## src/sv/dccd_pkg.sv

```systemverilog
`timescale 1ns / 1ps
`default_nettype none
// ----------------------------------------------------------------------------
// dccd_pkg: shared types and constants of the day count to date unit
// Operation codes of the shared divider, its constant tables, the month
// length table and the command/status structs between controller and datapath.
// ----------------------------------------------------------------------------
package dccd_pkg;

   // field widths fixed by the interface
   localparam int DAY_W   = 24;
   localparam int MS_W    = 27;
   localparam int YEAR_W  = 16;
   localparam int REM_W   = MS_W;
   localparam int QUO_W   = 15;
   localparam int REC_W   = 25;
   localparam int PROD_W  = REM_W + REC_W;

   // reciprocal scale; every dividend stays below 2^RECIP_SHIFT
   localparam int RECIP_SHIFT = 27;
   localparam int RECIP_ONE   = 1 << RECIP_SHIFT;

   // divisors of the operations
   localparam int DIV_C400 = 146097;
   localparam int DIV_WDAY = 7;
   localparam int DIV_C100 = 36524;
   localparam int DIV_C4   = 1461;
   localparam int DIV_C1   = 365;
   localparam int DIV_HOUR = 1000 * 60 * 60;
   localparam int DIV_MIN  = 60000;
   localparam int DIV_SEC  = 1000;

   // calendar and clock constants
   localparam logic [MS_W-1:0]   MS_IN_DAY          = MS_W'(86400000);
   localparam logic [MS_W-1:0]   MS_IN_SECOND       = MS_W'(1000);
   localparam int                DAYS_BASE_TO_1980  = 138426;
   localparam logic [YEAR_W-1:0] BASE_YEAR          = YEAR_W'(1601);
   localparam int                DAYS_IN_LEAP_YEAR  = 366;
   localparam logic [4:0]        FEB_DAYS_LEAP      = 5'd29;
   localparam logic [3:0]        FEB_IDX            = 4'd1;
   localparam logic [3:0]        DEC_IDX            = 4'd11;
   localparam logic [4:0]        C4_LAST_OF_CENTURY = 5'd24;
   localparam logic [1:0]        CYCLE_CLAMP        = 2'd3;

   localparam logic [4:0] MONTH_DAYS [12] = '{
      5'd31, 5'd28, 5'd31, 5'd30, 5'd31, 5'd30,
      5'd31, 5'd31, 5'd30, 5'd31, 5'd30, 5'd31
   };

   // divider operations, in the order the controller runs them
   localparam logic [2:0] OP_C400 = 3'd0;   // 400-year cycles
   localparam logic [2:0] OP_WDAY = 3'd1;   // weekday, mod 7
   localparam logic [2:0] OP_C100 = 3'd2;   // 100-year cycles, clamped to 3
   localparam logic [2:0] OP_C4   = 3'd3;   // 4-year cycles
   localparam logic [2:0] OP_C1   = 3'd4;   // single years, clamped to 3
   localparam logic [2:0] OP_HOUR = 3'd5;
   localparam logic [2:0] OP_MIN  = 3'd6;
   localparam logic [2:0] OP_SEC  = 3'd7;

   typedef struct packed {
      logic       capture;   // take a new input beat
      logic       load;      // load the dividend for op
      logic       mul;       // multiply by the scaled reciprocal
      logic       est;       // form the quotient estimate and its remainder
      logic       fix;       // raise an estimate that came out one low
      logic       store;     // write back quotient and remainder of op
      logic       month;     // one month walk step
      logic       publish;   // move results to the output registers
      logic [2:0] op;
   } dccd_cmd_type;

   typedef struct packed {
      logic month_last;      // day of year falls in the current month, or the month is December
   } dccd_status_type;

   // divisor of each operation
   function automatic logic [REM_W-1:0] op_base(input logic [2:0] op);
      logic [REM_W-1:0] b;
      unique case (op)
         OP_C400: b = REM_W'(DIV_C400);
         OP_WDAY: b = REM_W'(DIV_WDAY);
         OP_C100: b = REM_W'(DIV_C100);
         OP_C4:   b = REM_W'(DIV_C4);
         OP_C1:   b = REM_W'(DIV_C1);
         OP_HOUR: b = REM_W'(DIV_HOUR);
         OP_MIN:  b = REM_W'(DIV_MIN);
         OP_SEC:  b = REM_W'(DIV_SEC);
         default: b = REM_W'(1);
      endcase
      return b;
   endfunction

   // floor(2^RECIP_SHIFT / divisor); the quotient it gives is low by at most one
   function automatic logic [REC_W-1:0] op_recip(input logic [2:0] op);
      logic [REC_W-1:0] r;
      unique case (op)
         OP_C400: r = REC_W'(RECIP_ONE / DIV_C400);
         OP_WDAY: r = REC_W'(RECIP_ONE / DIV_WDAY);
         OP_C100: r = REC_W'(RECIP_ONE / DIV_C100);
         OP_C4:   r = REC_W'(RECIP_ONE / DIV_C4);
         OP_C1:   r = REC_W'(RECIP_ONE / DIV_C1);
         OP_HOUR: r = REC_W'(RECIP_ONE / DIV_HOUR);
         OP_MIN:  r = REC_W'(RECIP_ONE / DIV_MIN);
         OP_SEC:  r = REC_W'(RECIP_ONE / DIV_SEC);
         default: r = '0;
      endcase
      return r;
   endfunction

   // years per cycle counted by the operation
   function automatic logic [8:0] op_year_weight(input logic [2:0] op);
      logic [8:0] w;
      unique case (op)
         OP_C400: w = 9'd400;
         OP_C100: w = 9'd100;
         OP_C4:   w = 9'd4;
         OP_C1:   w = 9'd1;
         default: w = 9'd0;
      endcase
      return w;
   endfunction

   // the last century of a 400-year run or the last year of a 4-year run is one day longer
   function automatic logic op_clamps(input logic [2:0] op);
      return (op == OP_C100) || (op == OP_C1);
   endfunction

   function automatic logic [4:0] month_len(input logic [3:0] mon, input logic leap);
      logic [4:0] n;
      if (mon == FEB_IDX && leap) begin
         n = FEB_DAYS_LEAP;
      end else begin
         n = MONTH_DAYS[mon];
      end
      return n;
   endfunction

endpackage
`default_nettype wire

```

## src/sv/dccd_ctrl.sv

```systemverilog
`timescale 1ns / 1ps
`default_nettype none
// ----------------------------------------------------------------------------
// dccd_ctrl: sequencer of the day count to date unit
// Walks the divider through its operations, runs the month walk, and owns
// the handshake of both channels.
// ----------------------------------------------------------------------------
module dccd_ctrl
   import dccd_pkg::*;
(
   input  wire logic            clock,
   input  wire logic            reset,
   input  wire logic            req_valid,
   output logic                 req_stall,
   output logic                 rsp_valid,
   input  wire logic            rsp_stall,
   output dccd_cmd_type         cmd,
   input  wire dccd_status_type status
);

   localparam logic [2:0] S_IDLE  = 3'd0;
   localparam logic [2:0] S_LOAD  = 3'd1;
   localparam logic [2:0] S_MUL   = 3'd2;
   localparam logic [2:0] S_EST   = 3'd3;
   localparam logic [2:0] S_FIX   = 3'd4;
   localparam logic [2:0] S_STORE = 3'd5;
   localparam logic [2:0] S_MONTH = 3'd6;
   localparam logic [2:0] S_DONE  = 3'd7;

   logic [2:0]        state_ff, state_in;
   logic [2:0]        op_ff, op_in;
   logic              rsp_valid_ff, rsp_valid_in;

   // take beats only between items, never in reset
   assign req_stall = reset || (state_ff != S_IDLE);
   assign rsp_valid = rsp_valid_ff;

   // sequence the operations
   always_comb begin
      state_in = state_ff;
      op_in    = op_ff;
      cmd      = '0;
      cmd.op   = op_ff;
      unique case (state_ff)
         S_IDLE: begin
            if (req_valid) begin
               cmd.capture = 1'b1;
               op_in       = OP_C400;
               state_in    = S_LOAD;
            end
         end
         S_LOAD: begin
            cmd.load = 1'b1;
            state_in = S_MUL;
         end
         S_MUL: begin
            cmd.mul  = 1'b1;
            state_in = S_EST;
         end
         S_EST: begin
            cmd.est  = 1'b1;
            state_in = S_FIX;
         end
         S_FIX: begin
            cmd.fix  = 1'b1;
            state_in = S_STORE;
         end
         S_STORE: begin
            cmd.store = 1'b1;
            if (op_ff == OP_C1) begin
               state_in = S_MONTH;
            end else if (op_ff == OP_SEC) begin
               state_in = S_DONE;
            end else begin
               op_in    = op_ff + 3'd1;
               state_in = S_LOAD;
            end
         end
         S_MONTH: begin
            cmd.month = 1'b1;
            if (status.month_last) begin
               op_in    = OP_HOUR;
               state_in = S_LOAD;
            end
         end
         S_DONE: begin
            if (!rsp_valid_ff || !rsp_stall) begin
               cmd.publish = 1'b1;
               state_in    = S_IDLE;
            end
         end
         default: begin
            state_in = S_IDLE;
         end
      endcase
   end

   // hold the result beat until taken
   assign rsp_valid_in = cmd.publish | (rsp_valid_ff & rsp_stall);

   always_ff @(posedge clock) begin
      if (reset) begin
         state_ff     <= S_IDLE;
         op_ff        <= OP_C400;
         rsp_valid_ff <= 1'b0;
      end else begin
         state_ff     <= state_in;
         op_ff        <= op_in;
         rsp_valid_ff <= rsp_valid_in;
      end
   end

   a_publish_shows: assert property (@(posedge clock) disable iff (reset)
      cmd.publish |=> rsp_valid_ff)
      else $error("result not shown after publish");

   a_load_runs: assert property (@(posedge clock) disable iff (reset)
      cmd.load |=> (state_ff == S_MUL))
      else $error("divider load not followed by the multiply");

   a_fix_stores: assert property (@(posedge clock) disable iff (reset)
      cmd.fix |=> cmd.store)
      else $error("corrected quotient not written back");

   a_busy_stalls: assert property (@(posedge clock) disable iff (reset)
      (state_ff != S_IDLE) |-> req_stall)
      else $error("request taken while busy");

   a_accept_starts: assert property (@(posedge clock) disable iff (reset)
      (req_valid && !req_stall) |=> (state_ff == S_LOAD && op_ff == OP_C400))
      else $error("accepted beat did not start the 400-year split");

endmodule
`default_nettype wire

```

## src/sv/dccd_dpath.sv

```systemverilog
`timescale 1ns / 1ps
`default_nettype none
// ----------------------------------------------------------------------------
// dccd_dpath: datapath of the day count to date unit
// Holds the working day and millisecond values, a shared reciprocal divider
// by constants, the year accumulator, the month walk and the result registers.
// ----------------------------------------------------------------------------
module dccd_dpath
   import dccd_pkg::*;
#(
   parameter int DAY_COUNT_BITS = 24
) (
   input  wire logic              clock,
   input  wire logic              reset,
   input  wire dccd_cmd_type      cmd,
   output dccd_status_type        status,
   input  wire logic [DAY_W-1:0]  req_day_count,
   input  wire logic [MS_W-1:0]   req_ms_of_day,
   output logic [2:0]             rsp_weekday,
   output logic [YEAR_W-1:0]      rsp_year,
   output logic [3:0]             rsp_month,
   output logic [4:0]             rsp_day_of_month,
   output logic [4:0]             rsp_hours,
   output logic [5:0]             rsp_minutes,
   output logic [5:0]             rsp_seconds,
   output logic [9:0]             rsp_millis
);

   // days since 1 January 1601, including one folded day
   localparam int DATE_W = ((DAY_COUNT_BITS > 18) ? DAY_COUNT_BITS : 18) + 1;
   localparam int QB_W   = QUO_W + REM_W;

   logic [DATE_W-1:0] date_ff, date_in;
   logic [MS_W-1:0]   ms_ff, ms_in;
   logic [REM_W-1:0]  rem_ff, rem_in;
   logic [PROD_W-1:0] prod_ff, prod_in;
   logic [QUO_W-1:0]  quo_ff, quo_in;
   logic [YEAR_W-1:0] year_ff, year_in;
   logic [3:0]        mon_ff, mon_in;
   logic [1:0]        c100_ff, c100_in;
   logic [4:0]        c4_ff, c4_in;
   logic [1:0]        c1_ff, c1_in;
   logic [2:0]        wday_ff, wday_in;
   logic [4:0]        hours_ff, hours_in;
   logic [5:0]        minutes_ff, minutes_in;
   logic [5:0]        seconds_ff, seconds_in;

   logic [2:0]        rsp_weekday_ff;
   logic [YEAR_W-1:0] rsp_year_ff;
   logic [3:0]        rsp_month_ff;
   logic [4:0]        rsp_day_of_month_ff;
   logic [4:0]        rsp_hours_ff;
   logic [5:0]        rsp_minutes_ff;
   logic [5:0]        rsp_seconds_ff;
   logic [9:0]        rsp_millis_ff;

   logic              fold;
   logic [DATE_W-1:0] days_masked;
   logic [REM_W-1:0]  base;
   logic [QUO_W-1:0]  q_est;
   logic [QB_W-1:0]   qb;
   logic              clamp;
   logic [QUO_W-1:0]  quo_c;
   logic [REM_W-1:0]  rem_c;
   logic              leap;
   logic [4:0]        mlen;

   // fold a whole day out of the milliseconds
   assign fold        = (req_ms_of_day >= MS_IN_DAY);
   assign days_masked = DATE_W'(req_day_count[DAY_COUNT_BITS-1:0]);

   // quotient estimate from the scaled product, and its multiple of the divisor
   assign base  = op_base(cmd.op);
   assign q_est = prod_ff[RECIP_SHIFT +: QUO_W];
   assign qb    = QB_W'(q_est) * QB_W'(base);

   // clamp the last century or year of a run to cycle 3
   assign clamp = op_clamps(cmd.op) && quo_ff[2];
   assign quo_c = clamp ? QUO_W'(CYCLE_CLAMP) : quo_ff;
   assign rem_c = clamp ? base : rem_ff;

   // leap year from the cycle counts: year 4k, but not a century unless 400k
   assign leap = (c1_ff == CYCLE_CLAMP) &&
                 ((c4_ff != C4_LAST_OF_CENTURY) || (c100_ff == CYCLE_CLAMP));
   assign mlen = month_len(mon_ff, leap);
   assign status.month_last = (date_ff < DATE_W'(mlen)) || (mon_ff == DEC_IDX);

   always_comb begin
      date_in    = date_ff;
      ms_in      = ms_ff;
      rem_in     = rem_ff;
      prod_in    = prod_ff;
      quo_in     = quo_ff;
      year_in    = year_ff;
      mon_in     = mon_ff;
      c100_in    = c100_ff;
      c4_in      = c4_ff;
      c1_in      = c1_ff;
      wday_in    = wday_ff;
      hours_in   = hours_ff;
      minutes_in = minutes_ff;
      seconds_in = seconds_ff;

      // capture a new beat
      if (cmd.capture) begin
         ms_in   = fold ? (req_ms_of_day - MS_IN_DAY) : req_ms_of_day;
         date_in = days_masked + DATE_W'(DAYS_BASE_TO_1980) + DATE_W'(fold);
         year_in = BASE_YEAR;
         mon_in  = '0;
      end

      // load the divider from the value the op works on
      if (cmd.load) begin
         quo_in = '0;
         case (cmd.op) inside
            OP_WDAY:                 rem_in = REM_W'(date_ff) + REM_W'(1);
            OP_HOUR, OP_MIN, OP_SEC: rem_in = REM_W'(ms_ff);
            default:                 rem_in = REM_W'(date_ff);
         endcase
      end

      // multiply the dividend by the scaled reciprocal
      if (cmd.mul) begin
         prod_in = PROD_W'(rem_ff) * PROD_W'(op_recip(cmd.op));
      end

      // take the estimate; its remainder is below twice the divisor
      if (cmd.est) begin
         quo_in = q_est;
         rem_in = rem_ff - qb[REM_W-1:0];
      end

      // raise an estimate that came out one low
      if (cmd.fix && (rem_ff >= base)) begin
         quo_in = quo_ff + QUO_W'(1);
         rem_in = rem_ff - base;
      end

      // write back quotient and remainder
      if (cmd.store) begin
         year_in = year_ff + YEAR_W'(quo_c[6:0]) * YEAR_W'(op_year_weight(cmd.op));
         case (cmd.op)
            OP_C400: date_in = rem_c[DATE_W-1:0];
            OP_WDAY: wday_in = rem_c[2:0];
            OP_C100: begin
               date_in = rem_c[DATE_W-1:0];
               c100_in = quo_c[1:0];
            end
            OP_C4: begin
               date_in = rem_c[DATE_W-1:0];
               c4_in   = quo_c[4:0];
            end
            OP_C1: begin
               date_in = rem_c[DATE_W-1:0];
               c1_in   = quo_c[1:0];
            end
            OP_HOUR: begin
               ms_in    = rem_c;
               hours_in = quo_c[4:0];
            end
            OP_MIN: begin
               ms_in      = rem_c;
               minutes_in = quo_c[5:0];
            end
            OP_SEC: begin
               ms_in      = rem_c;
               seconds_in = quo_c[5:0];
            end
            default: begin
               date_in = date_ff;
            end
         endcase
      end

      // walk the months of the year
      if (cmd.month && !status.month_last) begin
         date_in = date_ff - DATE_W'(mlen);
         mon_in  = mon_ff + 4'd1;
      end
   end

   always_ff @(posedge clock) begin
      date_ff    <= date_in;
      ms_ff      <= ms_in;
      rem_ff     <= rem_in;
      prod_ff    <= prod_in;
      quo_ff     <= quo_in;
      year_ff    <= year_in;
      mon_ff     <= mon_in;
      c100_ff    <= c100_in;
      c4_ff      <= c4_in;
      c1_ff      <= c1_in;
      wday_ff    <= wday_in;
      hours_ff   <= hours_in;
      minutes_ff <= minutes_in;
      seconds_ff <= seconds_in;
   end

   // load the result beat
   always_ff @(posedge clock) begin
      if (cmd.publish) begin
         rsp_weekday_ff      <= wday_ff;
         rsp_year_ff         <= year_ff;
         rsp_month_ff        <= mon_ff + 4'd1;
         rsp_day_of_month_ff <= date_ff[4:0] + 5'd1;
         rsp_hours_ff        <= hours_ff;
         rsp_minutes_ff      <= minutes_ff;
         rsp_seconds_ff      <= seconds_ff;
         rsp_millis_ff       <= ms_ff[9:0];
      end
   end

   assign rsp_weekday      = rsp_weekday_ff;
   assign rsp_year         = rsp_year_ff;
   assign rsp_month        = rsp_month_ff;
   assign rsp_day_of_month = rsp_day_of_month_ff;
   assign rsp_hours        = rsp_hours_ff;
   assign rsp_minutes      = rsp_minutes_ff;
   assign rsp_seconds      = rsp_seconds_ff;
   assign rsp_millis       = rsp_millis_ff;

   a_day_of_year: assert property (@(posedge clock) disable iff (reset)
      cmd.month |-> (date_ff < DATE_W'(DAYS_IN_LEAP_YEAR)))
      else $error("day of year out of range during month walk");

   a_estimate_close: assert property (@(posedge clock) disable iff (reset)
      cmd.fix |-> ({1'b0, rem_ff} < {base, 1'b0}))
      else $error("quotient estimate more than one low");

   a_weekday_rem: assert property (@(posedge clock) disable iff (reset)
      (cmd.store && cmd.op == OP_WDAY) |-> (rem_ff < REM_W'(7)))
      else $error("weekday remainder not reduced");

   a_millis_rem: assert property (@(posedge clock) disable iff (reset)
      cmd.publish |-> (ms_ff < MS_IN_SECOND))
      else $error("millisecond remainder not reduced");

endmodule
`default_nettype wire

```

## src/sv/day_count_to_calendar_date_unit.sv

```systemverilog
`timescale 1ns / 1ps
`default_nettype none
// ----------------------------------------------------------------------------
// day_count_to_calendar_date_unit: day count and milliseconds to date and time
// Converts days since 1 January 1980 plus milliseconds of the day into
// weekday, Gregorian year, month, day, hours, minutes, seconds and millis.
// ----------------------------------------------------------------------------
// Usage: the unit works on one beat at a time and accepts the next request
// beat only once it has published the last result; req_stall is high while
// it works and during reset. The work is eight divisions by constants on one
// shared unit, each in the steps load, multiply by a scaled reciprocal,
// estimate, correct by one and write back: the 400-, 100-, 4- and 1-year
// splits, the weekday and the hour, minute and second splits, plus a month
// walk of one month a cycle. A finished result sits in its own register, so
// a new request is taken while the result beat still waits on rsp_stall;
// the next finished result then waits until that beat is taken.
// Milliseconds of a whole day or more carry one day into the day count.
// Only the low DAY_COUNT_BITS bits of the day count are used.
module day_count_to_calendar_date_unit
   import dccd_pkg::*;
#(
   parameter int DAY_COUNT_BITS = 24
) (
   input  wire logic              clock,
   input  wire logic              reset,
   input  wire logic              req_valid,
   output logic                   req_stall,
   input  wire logic [DAY_W-1:0]  req_day_count,
   input  wire logic [MS_W-1:0]   req_ms_of_day,
   output logic                   rsp_valid,
   input  wire logic              rsp_stall,
   output logic [2:0]             rsp_weekday,
   output logic [YEAR_W-1:0]      rsp_year,
   output logic [3:0]             rsp_month,
   output logic [4:0]             rsp_day_of_month,
   output logic [4:0]             rsp_hours,
   output logic [5:0]             rsp_minutes,
   output logic [5:0]             rsp_seconds,
   output logic [9:0]             rsp_millis
);

   dccd_cmd_type    cmd;
   dccd_status_type status;

   // sequence the conversion
   dccd_ctrl u_ctrl (
      .clock     (clock),
      .reset     (reset),
      .req_valid (req_valid),
      .req_stall (req_stall),
      .rsp_valid (rsp_valid),
      .rsp_stall (rsp_stall),
      .cmd       (cmd),
      .status    (status)
   );

   // divide, accumulate and hold results
   dccd_dpath #(
      .DAY_COUNT_BITS (DAY_COUNT_BITS)
   ) u_dpath (
      .clock            (clock),
      .reset            (reset),
      .cmd              (cmd),
      .status           (status),
      .req_day_count    (req_day_count),
      .req_ms_of_day    (req_ms_of_day),
      .rsp_weekday      (rsp_weekday),
      .rsp_year         (rsp_year),
      .rsp_month        (rsp_month),
      .rsp_day_of_month (rsp_day_of_month),
      .rsp_hours        (rsp_hours),
      .rsp_minutes      (rsp_minutes),
      .rsp_seconds      (rsp_seconds),
      .rsp_millis       (rsp_millis)
   );

endmodule
`default_nettype wire

```

## config.mk

```make
export PLATFORM = sky130hd
export DESIGN_NAME = day_count_to_calendar_date_unit
export DESIGN_NICKNAME = d
export VERILOG_FILES = /design/src/sv/dccd_pkg.sv /design/src/sv/dccd_ctrl.sv /design/src/sv/dccd_dpath.sv /design/src/sv/day_count_to_calendar_date_unit.sv
export SDC_FILE = /design/constraint.sdc
export NUM_CORES = 2
export LEC_CHECK = 0
export BUFFER_PORTS_ARGS = -buffer_cell sky130_fd_sc_hd__clkbuf_2
export CAP_MARGIN = 20
export CORE_MARGIN = 2
export CORE_UTILIZATION = 58
export CTS_BUF_LIST = sky130_fd_sc_hd__clkbuf_4 sky130_fd_sc_hd__clkbuf_8
export CTS_CLUSTER_DIAMETER = 30
export DETAILED_ROUTE_END_ITERATION = 10
export PLACE_DENSITY = 0.88
export SLEW_MARGIN = 20
export SYNTH_ARGS = -nofsm -noshare
export SYNTH_HDL_FRONTEND = slang
export SYNTH_SLANG_ARGS = --single-unit
export TNS_END_PERCENT = 30
```

## constraint.sdc

```tcl
create_clock -name clock -period 7.55 [get_ports clock]
set_input_delay 0.755 -clock clock [delete_from_list [all_inputs] [get_ports clock]]
set_output_delay 0.755 -clock clock [all_outputs]
set_load 0.01 [all_outputs]
```

==> metrics.md <==
| Metric | Value |
|---|---|
| Total core area | 69900 sq um |
| Reg area | 6460 sq um |
| Hold Crit Start | req_ms_of_day[7] |
| HPWL after DPL | 96300 um |
| First-pass GRT wire length | 191000 um |
| Final setup violation count | 0 |
| PortBufs | 111 |
| Worst hold stages | 3 |
| Filler cell count in the final layout | 5394 |
| Reg2reg setup slack | 0.24 ns |
| Yosys warning count | 0 |
| Via density | 5.94 |
| Initial Util | 58.4% |
| Register-to-Register Path Depth | 22 |
| Area Overhead vs Synth | 7.56% |
| Sequential cell area fraction in the yosys report | 15.8% |
| Async set-reset flop share out of synthesis | 0% |
| CP endpoint kind | register |
| Final Hold Vio Count | 0 |
| Die width | 269 um |
| Die H | 269 um |
| Final Wtd Congestion | 1.01 |
| Fin crit period | 7.31 ns |
| Synthesized area per cell | 9.08 sq um |
| Hold Path Class | input pin to register |
| Final ANT Viol Nets | 0 |
| Num CTS Buffers | 53 |
| DRT Wirelength | 121000 um |
| Status | completed |
| Share of cells above drive strength 1 | 8.00% |
| Max-Cap Viols | 0 |
| IO Count | 112 |
| #FFs+latches synth | 246 |
| Net count, final | 5658 |
| Clk_skew | 0.0712 ns |
| Initial antenna violation count | 1 |
| Worst Setup Path Type | register to register |
| Vias in the first global route | 35100 |
| Synth Cell Area | 40800 sq um |
| Post-Route Utilization | 62.8% |
| Tightest Pin Transition | 1.21 ns |
| Core Rows | 97 |
| CTS tree | yes |
| Cell count after synthesis | 4498 |
| Crit path DAT | 7.69 ns |
| Multi-input gate area | 30200 sq um |
| Period utilization | 96.8% |
| DRC errors left | 0 |
| Fmax | 137 MHz |
| Worst slew margin | 19.1% |
| CTS Sinks | 246 |
| RSZ-0062 raised after global routing | no |
| Largest net degree at the start of global routing | 56 |
| Detailed-route via count | 32900 |
| Post-place setup slack | 0.0892 ns |
| Later-pin clock latency in the skew report | 0.69 ns |
| Reg-to-Reg End | u_dpath.prod_ff[41]$_DFFE_PP_ |
| CTS max path bufs | 3 |
| Hold-fix buffers at CTS | 0 |
| Post-synth EDFFs | 153 |
| Max Fanout on Critical Path | 17 |
| Setup_tns | 0 ns |
| Pins over their slew limit | 0 |
| Reg clk slew, reported paths | 0.06 ns |
| H-tree depth | 2 |
| CTS Root Cell | clkbuf_8 |
| Initial DRC count | 3331 |
| WL/cell | 21.8 um |
| GR Overflow Total | 0 |
| Hold Crit Endpoint | u_dpath.ms_ff[7]$_DFF_P_ |
| Worst Slack Setup Final | 0.244 ns |
| Die ar. | 72500 sq um |
| Main synth FF type | edfxtp_1 |
| Req. time, crit path | 7.93 ns |
| Post-synthesis cell type count | 84 |
| Worst setup SP type | register |
| GR Util All Layers | 33.6% |
| Drt pass-1 iters | 6 |
-- placed cells by master (no fill, tap or decap), drive strengths merged, types with 20 or more instances in the layout --
cell / synthesis / layout
inv: 886 / 896
fa: 672 / 672
nand2: 526 / 526
ha: 375 / 375
and2: 374 / 374
nor2: 194 / 194
clkbuf: 202 / 171
edfxtp: 153 / 153
a21oi: 147 / 147
o21ai: 130 / 130
xnor2: 115 / 115
buf: 17 / 110
xor2: 108 / 108
dfxtp: 93 / 93
nand3: 42 / 42
nor3: 39 / 39
a211oi: 34 / 34
o211ai: 32 / 32
and3: 30 / 30
o21bai: 26 / 26
a21o: 26 / 26
nand4: 22 / 22
a31oi: 22 / 22
o21a: 20 / 20
-- critical path, cell delays in order, from the launching register on --
cell and delay [ns]:
dfxtp_1 0.70, buf_4 0.39, nand2_1 0.12, xor2_1 0.29
ha_1 0.30, ha_1 0.31, fa_1 0.56, fa_1 0.43
fa_1 0.47, fa_1 0.49, inv_1 0.05, fa_1 0.47
inv_1 0.04, ha_1 0.31, nand3_1 0.13, nor4_2 0.33
nand4_1 0.16, a21oi_2 0.22, o31a_1 0.33, o2111ai_2 0.23
a31oi_4 0.27, nor4_1 0.08, a311o_1 0.33
-- what timing repair did --
action,CTS,global route
setup endpoints to repair,0,5
resized for setup,0,12
endpoints found under the hold margin,0,0
setup buffers,0,9
-- routing by layer --
| metal | up-vias | wire length (um) | track usage (%) |
|---|---|---|---|
| met3 | 459 | 14200 | 8.55 |
| met5 | - | 0 | 0 |
| met1 | 16200 | 43100 | 41.6 |
| met4 | 0 | 6980 | 16.3 |
| met2 | 2138 | 56300 | 55.0 |
| li1 | 14200 | - | - |
-- cell usage after synthesis (34+ instances only) --
cell type    n  area share (%)
a211oi_1    34            0.63
fa_1       672              33
and2_1     374             5.7
dfxtp_1     93             4.6
a21oi_1    145             1.8
o21ai_0    119             1.5
nor3_1      39            0.48
nor2_1     192             1.8
xnor2_1    115             2.5
ha_1       375              11
edfxtp_1   153              11
nand3_1     42            0.51
nand2_1    525             4.8
inv_1      884             8.1
xor2_1     108             2.3
clkbuf_1   201             1.8
-- area by class of cell --
type,instances,share of cell area [%]
inverter,887,7.58
timing repair buffer,221,3.24
multi-input combinational,3147,68.8
sequential,246,14.7
tap,940,2.68
antenna,1,0.00570
clock inverter,39,1.13
clock buffer,60,1.81
-- kinds of logic after synthesis --
family / synth area share, %
AOI/OAI and AO/OA: 8.69
xor gates and xnor gates: 4.78
adders and majority gates: 44.4
buffers and inverters: 10.3
DFF: 15.8
muxes: 0.466
other: 0.0184
and+or+nand+nor: 15.5
-- registers in the layout (all words and copies together), names as in the netlist, 3 cells and up, named ones only --
register                  flops
u_dpath.ms_ff                27
u_dpath.rem_ff               27
u_dpath.date_ff              25
u_dpath.base                 18
u_dpath.rsp_year             16
u_dpath.year_ff              16
u_dpath.prod_ff              15
u_dpath.rsp_millis           10
u_dpath.quo_ff                7
u_dpath.minutes_ff            6
u_dpath.rsp_minutes           6
u_dpath.rsp_seconds           6
u_dpath.seconds_ff            6
u_dpath.c4_ff                 5
u_dpath.hours_ff              5
u_dpath.rsp_day_of_month      5
u_dpath.rsp_hours             5
u_dpath.mon_ff                4
u_dpath.rsp_month             4
u_ctrl.op_ff                  3
u_ctrl.state_ff               3
u_dpath.rsp_weekday           3
u_dpath.wday_ff               3
-- how the worst max path moves through the flow --
stage / start / to / slack (ns) / cells after the start
floorplan: u_dpath.rem_ff[19]$_DFFE_PP_ / u_dpath.prod_ff[41]$_DFFE_PP_ / 0.56 / 25
global placement: u_dpath.rem_ff[18]$_DFFE_PP_ / u_dpath.prod_ff[41]$_DFFE_PP_ / 0.25 / 22
detailed placement: u_dpath.rem_ff[18]$_DFFE_PP_ / u_dpath.prod_ff[41]$_DFFE_PP_ / 0.09 / 22
CTS: u_dpath.rem_ff[18]$_DFFE_PP_ / u_dpath.prod_ff[41]$_DFFE_PP_ / 0.04 / 22
global route: u_dpath.rem_ff[11]$_DFFE_PP_ / u_dpath.prod_ff[41]$_DFFE_PP_ / 0.01 / 24
finish: register / u_dpath.prod_ff[41]$_DFFE_PP_ / 0.24 / 22
-- through the flow --
| stage | hold WS, ns | instances | instance area, sq um |
|---|---|---|---|
| after floorplan | 0.400 | 4499 | 40800 |
| after global placement | 0.402 | 5432 | 42500 |
| after detailed placement | 0.406 | 5432 | 42500 |
| after CTS | 0.315 | 5531 | 43800 |
| after global routing | 0.350 | 5541 | 43900 |
| final | 0.344 | 5541 | 43900 |
Power is left out: the tool's default activity adds up to more than one toggle a clock period on the data nets, which glitch-free logic cannot reach.
